==> config.mk <==
export PLATFORM = sky130hd
export DESIGN_NAME = tkf_ctrl
export DESIGN_NICKNAME = d
export VERILOG_FILES = /design/src/sv/tkf_pkg.sv /design/src/sv/tkf_ctrl.sv
export SDC_FILE = /design/constraint.sdc
export NUM_CORES = 1
export LEC_CHECK = 0
export ABC_AREA = 1
export BUFFER_PORTS_ARGS = -buffer_cell sky130_fd_sc_hd__buf_2
export CAP_MARGIN = 20
export CELL_PAD_IN_SITES_DETAIL_PLACEMENT = 1
export CELL_PAD_IN_SITES_GLOBAL_PLACEMENT = 1
export CORE_AREA = 2 2 58 60
export CTS_CLUSTER_DIAMETER = 30
export DETAILED_ROUTE_END_ITERATION = 8
export DIE_AREA = 0 0 60 62
export GPL_TIMING_DRIVEN = 0
export PLACE_DENSITY = 0.76
export SLEW_MARGIN = 5
export SYNTH_ARGS = -nofsm -noshare
export SYNTH_HDL_FRONTEND = slang
export SYNTH_SLANG_ARGS = --single-unit
==> constraint.sdc <==
create_clock -name i_clk -period 1.9 [get_ports i_clk]
set_input_delay 0.095 -clock i_clk [delete_from_list [all_inputs] [get_ports i_clk]]
set_output_delay 0.095 -clock i_clk [all_outputs]
set_load 0.005 [all_outputs]
==> src/sv/tkf_pkg.sv <==
`timescale 1ns / 1ps
package tkf_pkg;

    localparam int FRAC_BITS    = 16;
    localparam int CORDIC_STEPS = 16;
    localparam int TABLE_LEN    = 24;
    localparam int CORDIC_N     = (CORDIC_STEPS < TABLE_LEN) ? CORDIC_STEPS : TABLE_LEN;
    localparam int ROOT_STEPS   = 32;
    localparam int DIV_W        = 32 + FRAC_BITS;
    localparam int CNT_MAX      = (DIV_W > ROOT_STEPS) ? DIV_W : ROOT_STEPS;
    localparam int CNT_W        = $clog2(CNT_MAX);
    localparam int CX_W         = 52;
    localparam int CFG_IDX_W    = 3;

    localparam logic signed [31:0] HALF_PI_Q30     = 32'sd1686629713;
    localparam logic signed [31:0] DEG_PER_RAD_Q24 = 32'sd961263669;
    localparam logic signed [63:0] ONE_Q           = 64'sd1 <<< FRAC_BITS;
    localparam logic signed [63:0] MAX32           = 64'sd2147483647;
    localparam logic signed [63:0] MIN32           = -64'sd2147483648;

    localparam logic signed [31:0] RST_A  = 32'sd65536;
    localparam logic signed [31:0] RST_B  = 32'sd3277;
    localparam logic signed [31:0] RST_H  = 32'sd65536;
    localparam logic [30:0]        RST_Q  = 31'd2621;
    localparam logic [30:0]        RST_R  = 31'd589824;
    localparam logic [30:0]        RST_P0 = 31'd262144;

    typedef enum logic [CFG_IDX_W-1:0] {
        CFG_DEG = 3'd0,
        CFG_A   = 3'd1,
        CFG_B   = 3'd2,
        CFG_H   = 3'd3,
        CFG_Q   = 3'd4,
        CFG_R   = 3'd5,
        CFG_P0  = 3'd6
    } t_cfg_idx;

    typedef enum logic [4:0] {
        ST_IDLE, ST_SQ0, ST_SQ1, ST_SQ2, ST_SQ3, ST_ROOT_LD, ST_ROOT,
        ST_COR_LD, ST_COR, ST_COR_FIX, ST_ANG_MUL, ST_ANG_WB,
        ST_K0, ST_K1, ST_K2, ST_K3, ST_K4, ST_K5, ST_K6, ST_K7, ST_K8, ST_K9,
        ST_K10, ST_DIV, ST_K11, ST_K12, ST_K13, ST_K14, ST_K15, ST_K16, ST_DONE
    } t_state;

    typedef enum logic [3:0] {
        MS_NONE, MS_AZ2, MS_AX2, MS_AY2, MS_DEG, MS_A_EST, MS_B_U, MS_A_COV,
        MS_T_A, MS_H_MP, MS_MP_H, MS_T_H, MS_K_INN, MS_K_H, MS_T_MP
    } t_mul_sel;

    typedef enum logic [3:0] {
        WB_NONE, WB_AZ2, WB_SUMR, WB_SUMP, WB_ANG, WB_BX, WB_XP, WB_T_SAT,
        WB_MP, WB_PH, WB_S, WB_INNOV, WB_K, WB_EST, WB_T_ONE, WB_COV
    } t_wb_sel;

    typedef struct packed {
        t_mul_sel mul_sel;
        t_wb_sel  wb_sel;
        logic     ch;
        logic     in_load;
        logic     sq_load;
        logic     sq_step;
        logic     cor_load;
        logic     cor_step;
        logic     cor_fix;
        logic     div_load;
        logic     div_step;
        logic     out_load;
    } t_cmd;

    typedef struct packed {
        logic sq_last;
        logic cor_last;
        logic div_last;
    } t_stat;

    function automatic logic signed [31:0] sat32(input logic signed [63:0] v);
        logic signed [31:0] r;
        if (v > MAX32) r = MAX32[31:0];
        else if (v < MIN32) r = MIN32[31:0];
        else r = v[31:0];
        return r;
    endfunction

    // floor((v + 2^(s-1)) / 2^s)
    function automatic logic signed [63:0] rshift(input logic signed [63:0] v, input int s);
        logic signed [63:0] bias;
        bias = 64'sd1 <<< (s - 1);
        return (v + bias) >>> s;
    endfunction

    function automatic logic signed [31:0] atan_entry(input logic [4:0] i);
        logic signed [31:0] r;
        case (i)
            5'd0:  r = 32'h3243F6A8;
            5'd1:  r = 32'h1DAC6705;
            5'd2:  r = 32'h0FADBAFC;
            5'd3:  r = 32'h07F56EA6;
            5'd4:  r = 32'h03FEAB76;
            5'd5:  r = 32'h01FFD55B;
            5'd6:  r = 32'h00FFFAAA;
            5'd7:  r = 32'h007FFF55;
            5'd8:  r = 32'h003FFFEA;
            5'd9:  r = 32'h001FFFFD;
            5'd10: r = 32'h000FFFFF;
            5'd11: r = 32'h0007FFFF;
            5'd12: r = 32'h0003FFFF;
            5'd13: r = 32'h0001FFFF;
            5'd14: r = 32'h0000FFFF;
            5'd15: r = 32'h00007FFF;
            5'd16: r = 32'h00003FFF;
            5'd17: r = 32'h00001FFF;
            5'd18: r = 32'h00000FFF;
            5'd19: r = 32'h000007FF;
            5'd20: r = 32'h000003FF;
            5'd21: r = 32'h000001FF;
            5'd22: r = 32'h000000FF;
            5'd23: r = 32'h0000007F;
            default: r = 32'sd0;
        endcase
        return r;
    endfunction

endpackage

==> src/sv/tkf_ctrl.sv <==
`timescale 1ns / 1ps
module tkf_ctrl
    import tkf_pkg::*;
(
    input  logic  i_clk,
    input  logic  i_rst_n,
    input  logic  i_in_valid,
    output logic  o_in_ready,
    output logic  o_out_valid,
    input  logic  i_out_ready,
    input  t_stat i_stat,
    output t_cmd  o_cmd
);

    t_state r_state, n_state;
    logic   r_ch, n_ch;
    logic   r_out_valid;
    logic   w_free;

    assign w_free      = !r_out_valid || i_out_ready;
    assign o_out_valid = r_out_valid;

    always_ff @(posedge i_clk) begin
        if (!i_rst_n) begin
            r_state     <= ST_IDLE;
            r_ch        <= 1'b0;
            r_out_valid <= 1'b0;
        end else begin
            r_state <= n_state;
            r_ch    <= n_ch;
            if (o_cmd.out_load) r_out_valid <= 1'b1;
            else if (i_out_ready) r_out_valid <= 1'b0;
        end
    end

    always_comb begin
        n_state = r_state;
        n_ch    = r_ch;
        unique case (r_state)
            ST_IDLE:    if (i_in_valid) n_state = ST_SQ0;
            ST_SQ0:     n_state = ST_SQ1;
            ST_SQ1:     n_state = ST_SQ2;
            ST_SQ2:     n_state = ST_SQ3;
            ST_SQ3:     n_state = ST_ROOT_LD;
            ST_ROOT_LD: n_state = ST_ROOT;
            ST_ROOT: begin
                if (i_stat.sq_last) begin
                    n_ch    = !r_ch;
                    n_state = r_ch ? ST_COR_LD : ST_ROOT_LD;
                end
            end
            ST_COR_LD:  n_state = ST_COR;
            ST_COR:     if (i_stat.cor_last) n_state = ST_COR_FIX;
            ST_COR_FIX: n_state = ST_ANG_MUL;
            ST_ANG_MUL: n_state = ST_ANG_WB;
            ST_ANG_WB: begin
                n_ch    = !r_ch;
                n_state = r_ch ? ST_K0 : ST_COR_LD;
            end
            ST_K0:  n_state = ST_K1;
            ST_K1:  n_state = ST_K2;
            ST_K2:  n_state = ST_K3;
            ST_K3:  n_state = ST_K4;
            ST_K4:  n_state = ST_K5;
            ST_K5:  n_state = ST_K6;
            ST_K6:  n_state = ST_K7;
            ST_K7:  n_state = ST_K8;
            ST_K8:  n_state = ST_K9;
            ST_K9:  n_state = ST_K10;
            ST_K10: n_state = ST_DIV;
            ST_DIV: if (i_stat.div_last) n_state = ST_K11;
            ST_K11: n_state = ST_K12;
            ST_K12: n_state = ST_K13;
            ST_K13: n_state = ST_K14;
            ST_K14: n_state = ST_K15;
            ST_K15: n_state = ST_K16;
            ST_K16: begin
                n_ch    = !r_ch;
                n_state = r_ch ? ST_DONE : ST_K0;
            end
            ST_DONE: if (w_free) n_state = ST_IDLE;
            default: n_state = ST_IDLE;
        endcase
    end

    always_comb begin
        o_cmd         = '0;
        o_cmd.mul_sel = MS_NONE;
        o_cmd.wb_sel  = WB_NONE;
        o_cmd.ch      = r_ch;
        o_in_ready    = 1'b0;
        unique case (r_state)
            ST_IDLE: begin
                o_in_ready    = 1'b1;
                o_cmd.in_load = i_in_valid;
            end
            ST_SQ0:     o_cmd.mul_sel = MS_AZ2;
            ST_SQ1: begin
                o_cmd.mul_sel = MS_AX2;
                o_cmd.wb_sel  = WB_AZ2;
            end
            ST_SQ2: begin
                o_cmd.mul_sel = MS_AY2;
                o_cmd.wb_sel  = WB_SUMR;
            end
            ST_SQ3:     o_cmd.wb_sel   = WB_SUMP;
            ST_ROOT_LD: o_cmd.sq_load  = 1'b1;
            ST_ROOT:    o_cmd.sq_step  = 1'b1;
            ST_COR_LD:  o_cmd.cor_load = 1'b1;
            ST_COR:     o_cmd.cor_step = 1'b1;
            ST_COR_FIX: o_cmd.cor_fix  = 1'b1;
            ST_ANG_MUL: o_cmd.mul_sel  = MS_DEG;
            ST_ANG_WB:  o_cmd.wb_sel   = WB_ANG;
            ST_K0:      o_cmd.mul_sel  = MS_A_EST;
            ST_K1: begin
                o_cmd.mul_sel = MS_B_U;
                o_cmd.wb_sel  = WB_BX;
            end
            ST_K2: begin
                o_cmd.mul_sel = MS_A_COV;
                o_cmd.wb_sel  = WB_XP;
            end
            ST_K3:      o_cmd.wb_sel  = WB_T_SAT;
            ST_K4:      o_cmd.mul_sel = MS_T_A;
            ST_K5:      o_cmd.wb_sel  = WB_MP;
            ST_K6:      o_cmd.mul_sel = MS_H_MP;
            ST_K7: begin
                o_cmd.mul_sel = MS_MP_H;
                o_cmd.wb_sel  = WB_T_SAT;
            end
            ST_K8: begin
                o_cmd.mul_sel = MS_T_H;
                o_cmd.wb_sel  = WB_PH;
            end
            ST_K9:      o_cmd.wb_sel = WB_S;
            ST_K10: begin
                o_cmd.div_load = 1'b1;
                o_cmd.wb_sel   = WB_INNOV;
            end
            ST_DIV:     o_cmd.div_step = 1'b1;
            ST_K11:     o_cmd.wb_sel   = WB_K;
            ST_K12:     o_cmd.mul_sel  = MS_K_INN;
            ST_K13: begin
                o_cmd.mul_sel = MS_K_H;
                o_cmd.wb_sel  = WB_EST;
            end
            ST_K14:     o_cmd.wb_sel  = WB_T_ONE;
            ST_K15:     o_cmd.mul_sel = MS_T_MP;
            ST_K16:     o_cmd.wb_sel  = WB_COV;
            ST_DONE:    o_cmd.out_load = w_free;
            default: ;
        endcase
    end

endmodule

==> insert_results.sql <==
INSERT INTO impl_metrics (metric_group, metric, value, unit) VALUES
('global_routing', 'groute.usage.overall', '21.1', '%'),
('route', 'drt-vias-per-instance', '4.94', ''),
('timing', 'final.setup_skew', '17.4', 'ps'),
('status', 'status', 'complete, no violations', ''),
('logic_synthesis', 'synth.cell_area', '943', 'um2'),
('setup_path', 'startpoint_type_of_the_worst_setup_path', 'flip-flop', ''),
('setup_path', 'critical-path-top-delay-family', 'simple AND/OR/NAND/NOR gates', ''),
('power', 'power_per_cell_area', '476', 'mW/mm2'),
('logic_synthesis', 'synth_common_cells', 'sky130_fd_sc_hd__nand2_1 (56), sky130_fd_sc_hd__nor2_1 (32), sky130_fd_sc_hd__inv_1 (23), sky130_fd_sc_hd__nand3_1 (23), sky130_fd_sc_hd__a21oi_1 (8)', ''),
('layout', 'synthToLayoutAreaGrowth', '28.2', '%'),
('clock_network', 'cts_sinks', '7', ''),
('global_routing', 'grt_antenna_before_repair', '0', ''),
('timing', 'fin_crit_sh', '96.2', '%'),
('setup_path', 'worst-path-buf-inv', '3', ''),
('route', 'initialDrtViolationCount', '33', ''),
('logic_synthesis', 'synth_sequential_area_ratio', '14.9', '%'),
('timing', 'worst_slack', '71.6', 'ps'),
('global_routing', 'global_route.overflow_total', '0', ''),
('route', 'totalWireLength', '3540', 'um'),
('timing', 'max_clock_freq', '547', 'MHz'),
('die', 'initial_utilization', '29.7', '%'),
('timing', 'final-setup-viol-count', '0', ''),
('timing', 'timing.hold.ws', '90.6', 'ps'),
('timing', 'hold_violations', '0', ''),
('logic_synthesis', 'ys_warn_count', '0', ''),
('die', 'floorplan.core_area', '0.00318', 'mm2'),
('route', 'first_pass_iteration_count_of_the_detailed_router', '4', ''),
('layout', 'post_route_cells_drive_above_1_share', '24.0', '%'),
('setup_path', 'timing.critical_path.cells', 'inv_1 > nand2_4 > inv_1 > nand2_2 > nand2_1 > a31oi_4 > nand3b_1 > buf_2', ''),
('logic_synthesis', 'synth_top_cell_by_area', 'sky130_fd_sc_hd__nand2_1', ''),
('clock_network', 'clock_tree.buffer_depth', '2', ''),
('power', 'clockPowerShare', '25.5', '%'),
('run', 'max_cap_viol_count', '0', ''),
('die', 'ioPinCount', '27', ''),
('power', 'power.sequential.fraction', '31.4', '%'),
('die', 'design.die.area', '0.00372', 'mm2'),
('hold_path', 'worstHoldPathType', 'input port to flip-flop', ''),
('logic_synthesis', 'postSynth.topFlopCell', 'sky130_fd_sc_hd__dfxtp_1', ''),
('global_routing', 'number_of_global_route_vias_before_repair', '1268', ''),
('placement', 'post-dp-hpwl', '2940', 'um'),
('setup_path', 'worst_path_max_fanout', '9', ''),
('global_routing', 'largest_net_degree_at_the_start_of_global_routing', '11', ''),
('power', 'worst_ir_drop_vdd', '0.306', 'mV'),
('timing', 'setup_tns', '0', 'ps'),
('logic_synthesis', 'post_synth_num_cell_types', '22', ''),
('global_routing', 'first_pass_grt_wire_length', '5690', 'um'),
('logic_synthesis', 'synthDominantCellAreaShare', '22.3', '%'),
('timing', 'max_slew.worst_pin.slew', '374', 'ps'),
('layout', 'num-nets-final', '225', ''),
('clock_network', 'tritoncts_clock_tree', 'done', ''),
('power', 'sw_frac_of_total', '43.6', '%'),
('power', 'net-switching-power', '251', 'uW'),
('clock_network', 'worst_setup_hold_path_clk_slew', '70', 'ps'),
('logic_synthesis', 'synth_cells', '187', ''),
('clock_network', 'htree_levels', '1', ''),
('timing', 'slew_headroom', '75.0', '%'),
('clock_network', 'clock-root-buffer', 'sky130_fd_sc_hd__clkbuf_4', ''),
('route', 'route.vias.total', '1300', ''),
('setup_path', 'worst_ep_required_time', '1800', 'ps'),
('placement', 'place_ws', '73.7', 'ps'),
('layout', 'final.fill_count', '470', ''),
('logic_synthesis', 'synth.top_cells.by_area', 'sky130_fd_sc_hd__nand2_1 (22%), sky130_fd_sc_hd__dfxtp_1 (15%), sky130_fd_sc_hd__nor2_1 (13%)', ''),
('setup_path', 'critical-path-top-cell-by-count', 'sky130_fd_sc_hd__inv_1', ''),
('layout', 'antenna_cells_inserted', '0', ''),
('die', 'num_rows', '21', ''),
('setup_path', 'crit_path_top_delay_cell', 'sky130_fd_sc_hd__dfxtp_4', ''),
('logic_synthesis', 'synth_enable_flop_cells', '0', ''),
('placement', 'io_buffers', '26', ''),
('logic_synthesis', 'post_synth.cell_area_avg', '5.04', 'um2'),
('setup_path', 'timing.critical_path.to_type', 'output port', ''),
('route', 'post-route-drc-count', '0', '');
-- state kept, by name, indices dropped and copies added (netlist names) --
register	cells
r_state	5
r_ch	1
o_out_valid	1
-- final timing paths --
| path | end | start | slack [ps] | cells after the start |
|---|---|---|---|---|
| max reg2reg | r_state[1] | r_state[3] | 230 | 8 |
| max | o_cmd[17] | r_state[0] | 70 | 8 |
| min | r_ch | i_rst_n | 90 | 3 |
| min reg2reg | r_ch | r_ch | 560 | 2 |
-- worst min-delay path, stage by stage --
cell and delay [ps]:
sky130_fd_sc_hd__buf_2 110, sky130_fd_sc_hd__o21ai_0 70, sky130_fd_sc_hd__a21oi_1 40
-- through the flow --
| stage | instances | instance area, um2 | total power (uW) |
|---|---|---|---|
| after floorplan | 187 | 943 | 327 |
| after global placement | 259 | 1130 | 408 |
| after detailed placement | 259 | 1130 | 412 |
| after CTS | 263 | 1170 | 568 |
| after global routing | 263 | 1210 | 628 |
| final | 263 | 1210 | 577 |
-- routing by layer --
| metal | up-vias | routed length (um) | global-route usage (%) |
|---|---|---|---|
| met5 | - | 0 | 0 |
| met1 | 597 | 1560 | 25.6 |
| met2 | 31 | 1800 | 38.0 |
| met4 | 0 | 61 | 8.57 |
| li1 | 666 | - | - |
| met3 | 6 | 116 | 2.07 |
-- power by group through the flow --
stage	Sequential (uW)	Clock [uW]	Combinational, uW
after floorplan	171	0	156
after global placement	176	0	232
after detailed placement	176	0	236
after CTS	175	151	241
after global routing	183	157	288
final	181	147	248
-- layout make-up --
cell class                 count  area [um2]  share of cell area, %
buffer                         4        31.3                   2.59
clock buffer                   4        26.3                   2.17
inverter                      25        93.8                   7.76
multi-input combinational    151         724                   59.9
sequential                     7         146                   12.1
tap                           46        57.6                   4.76
timing repair buffer          26         130                   10.8
-- repair_timing --
action / CTS / global route
pin swaps: 0 / 1
resized for setup: 3 / 13
cloned: 0 / 0
setup buffers: 0 / 0
endpoints found under the setup margin: 3 / 7
-- cell families after synthesis --
group           synth area share [%]
compound gates                  10.2
buf+inv                         13.0
flops                           14.9
simple gates                    61.9
-- cell usage in the layout, fill, tap and decap left out --
master / Yosys / final
sky130_fd_sc_hd__nor2_2: 5 / 5
sky130_fd_sc_hd__nand3b_1: 4 / 4
sky130_fd_sc_hd__nor2_4: 0 / 1
sky130_fd_sc_hd__buf_4: 1 / 2
sky130_fd_sc_hd__buf_6: 1 / 1
sky130_fd_sc_hd__clkbuf_1: 0 / 1
sky130_fd_sc_hd__nor3_2: 0 / 1
sky130_fd_sc_hd__nor4_1: 2 / 1
sky130_fd_sc_hd__nor4_2: 0 / 1
sky130_fd_sc_hd__inv_2: 2 / 2
sky130_fd_sc_hd__a21oi_1: 8 / 8
sky130_fd_sc_hd__o21ai_2: 1 / 1
sky130_fd_sc_hd__nand2_2: 2 / 3
sky130_fd_sc_hd__nor3_1: 4 / 3
sky130_fd_sc_hd__nand2_4: 0 / 1
sky130_fd_sc_hd__clkbuf_4: 0 / 3
sky130_fd_sc_hd__nand3_1: 23 / 23
sky130_fd_sc_hd__o22ai_1: 1 / 1
sky130_fd_sc_hd__nand4_1: 4 / 4
sky130_fd_sc_hd__nand2_1: 56 / 54
sky130_fd_sc_hd__nor3b_1: 1 / 1
sky130_fd_sc_hd__a31oi_4: 0 / 1
sky130_fd_sc_hd__dfxtp_4: 0 / 1
sky130_fd_sc_hd__dfxtp_1: 7 / 4
sky130_fd_sc_hd__inv_1: 23 / 23
sky130_fd_sc_hd__nor2_1: 32 / 31
sky130_fd_sc_hd__o21ai_0: 7 / 7
sky130_fd_sc_hd__dfxtp_2: 0 / 2
sky130_fd_sc_hd__buf_2: 1 / 27
Note: power is estimated with default switching activity, not from simulation.
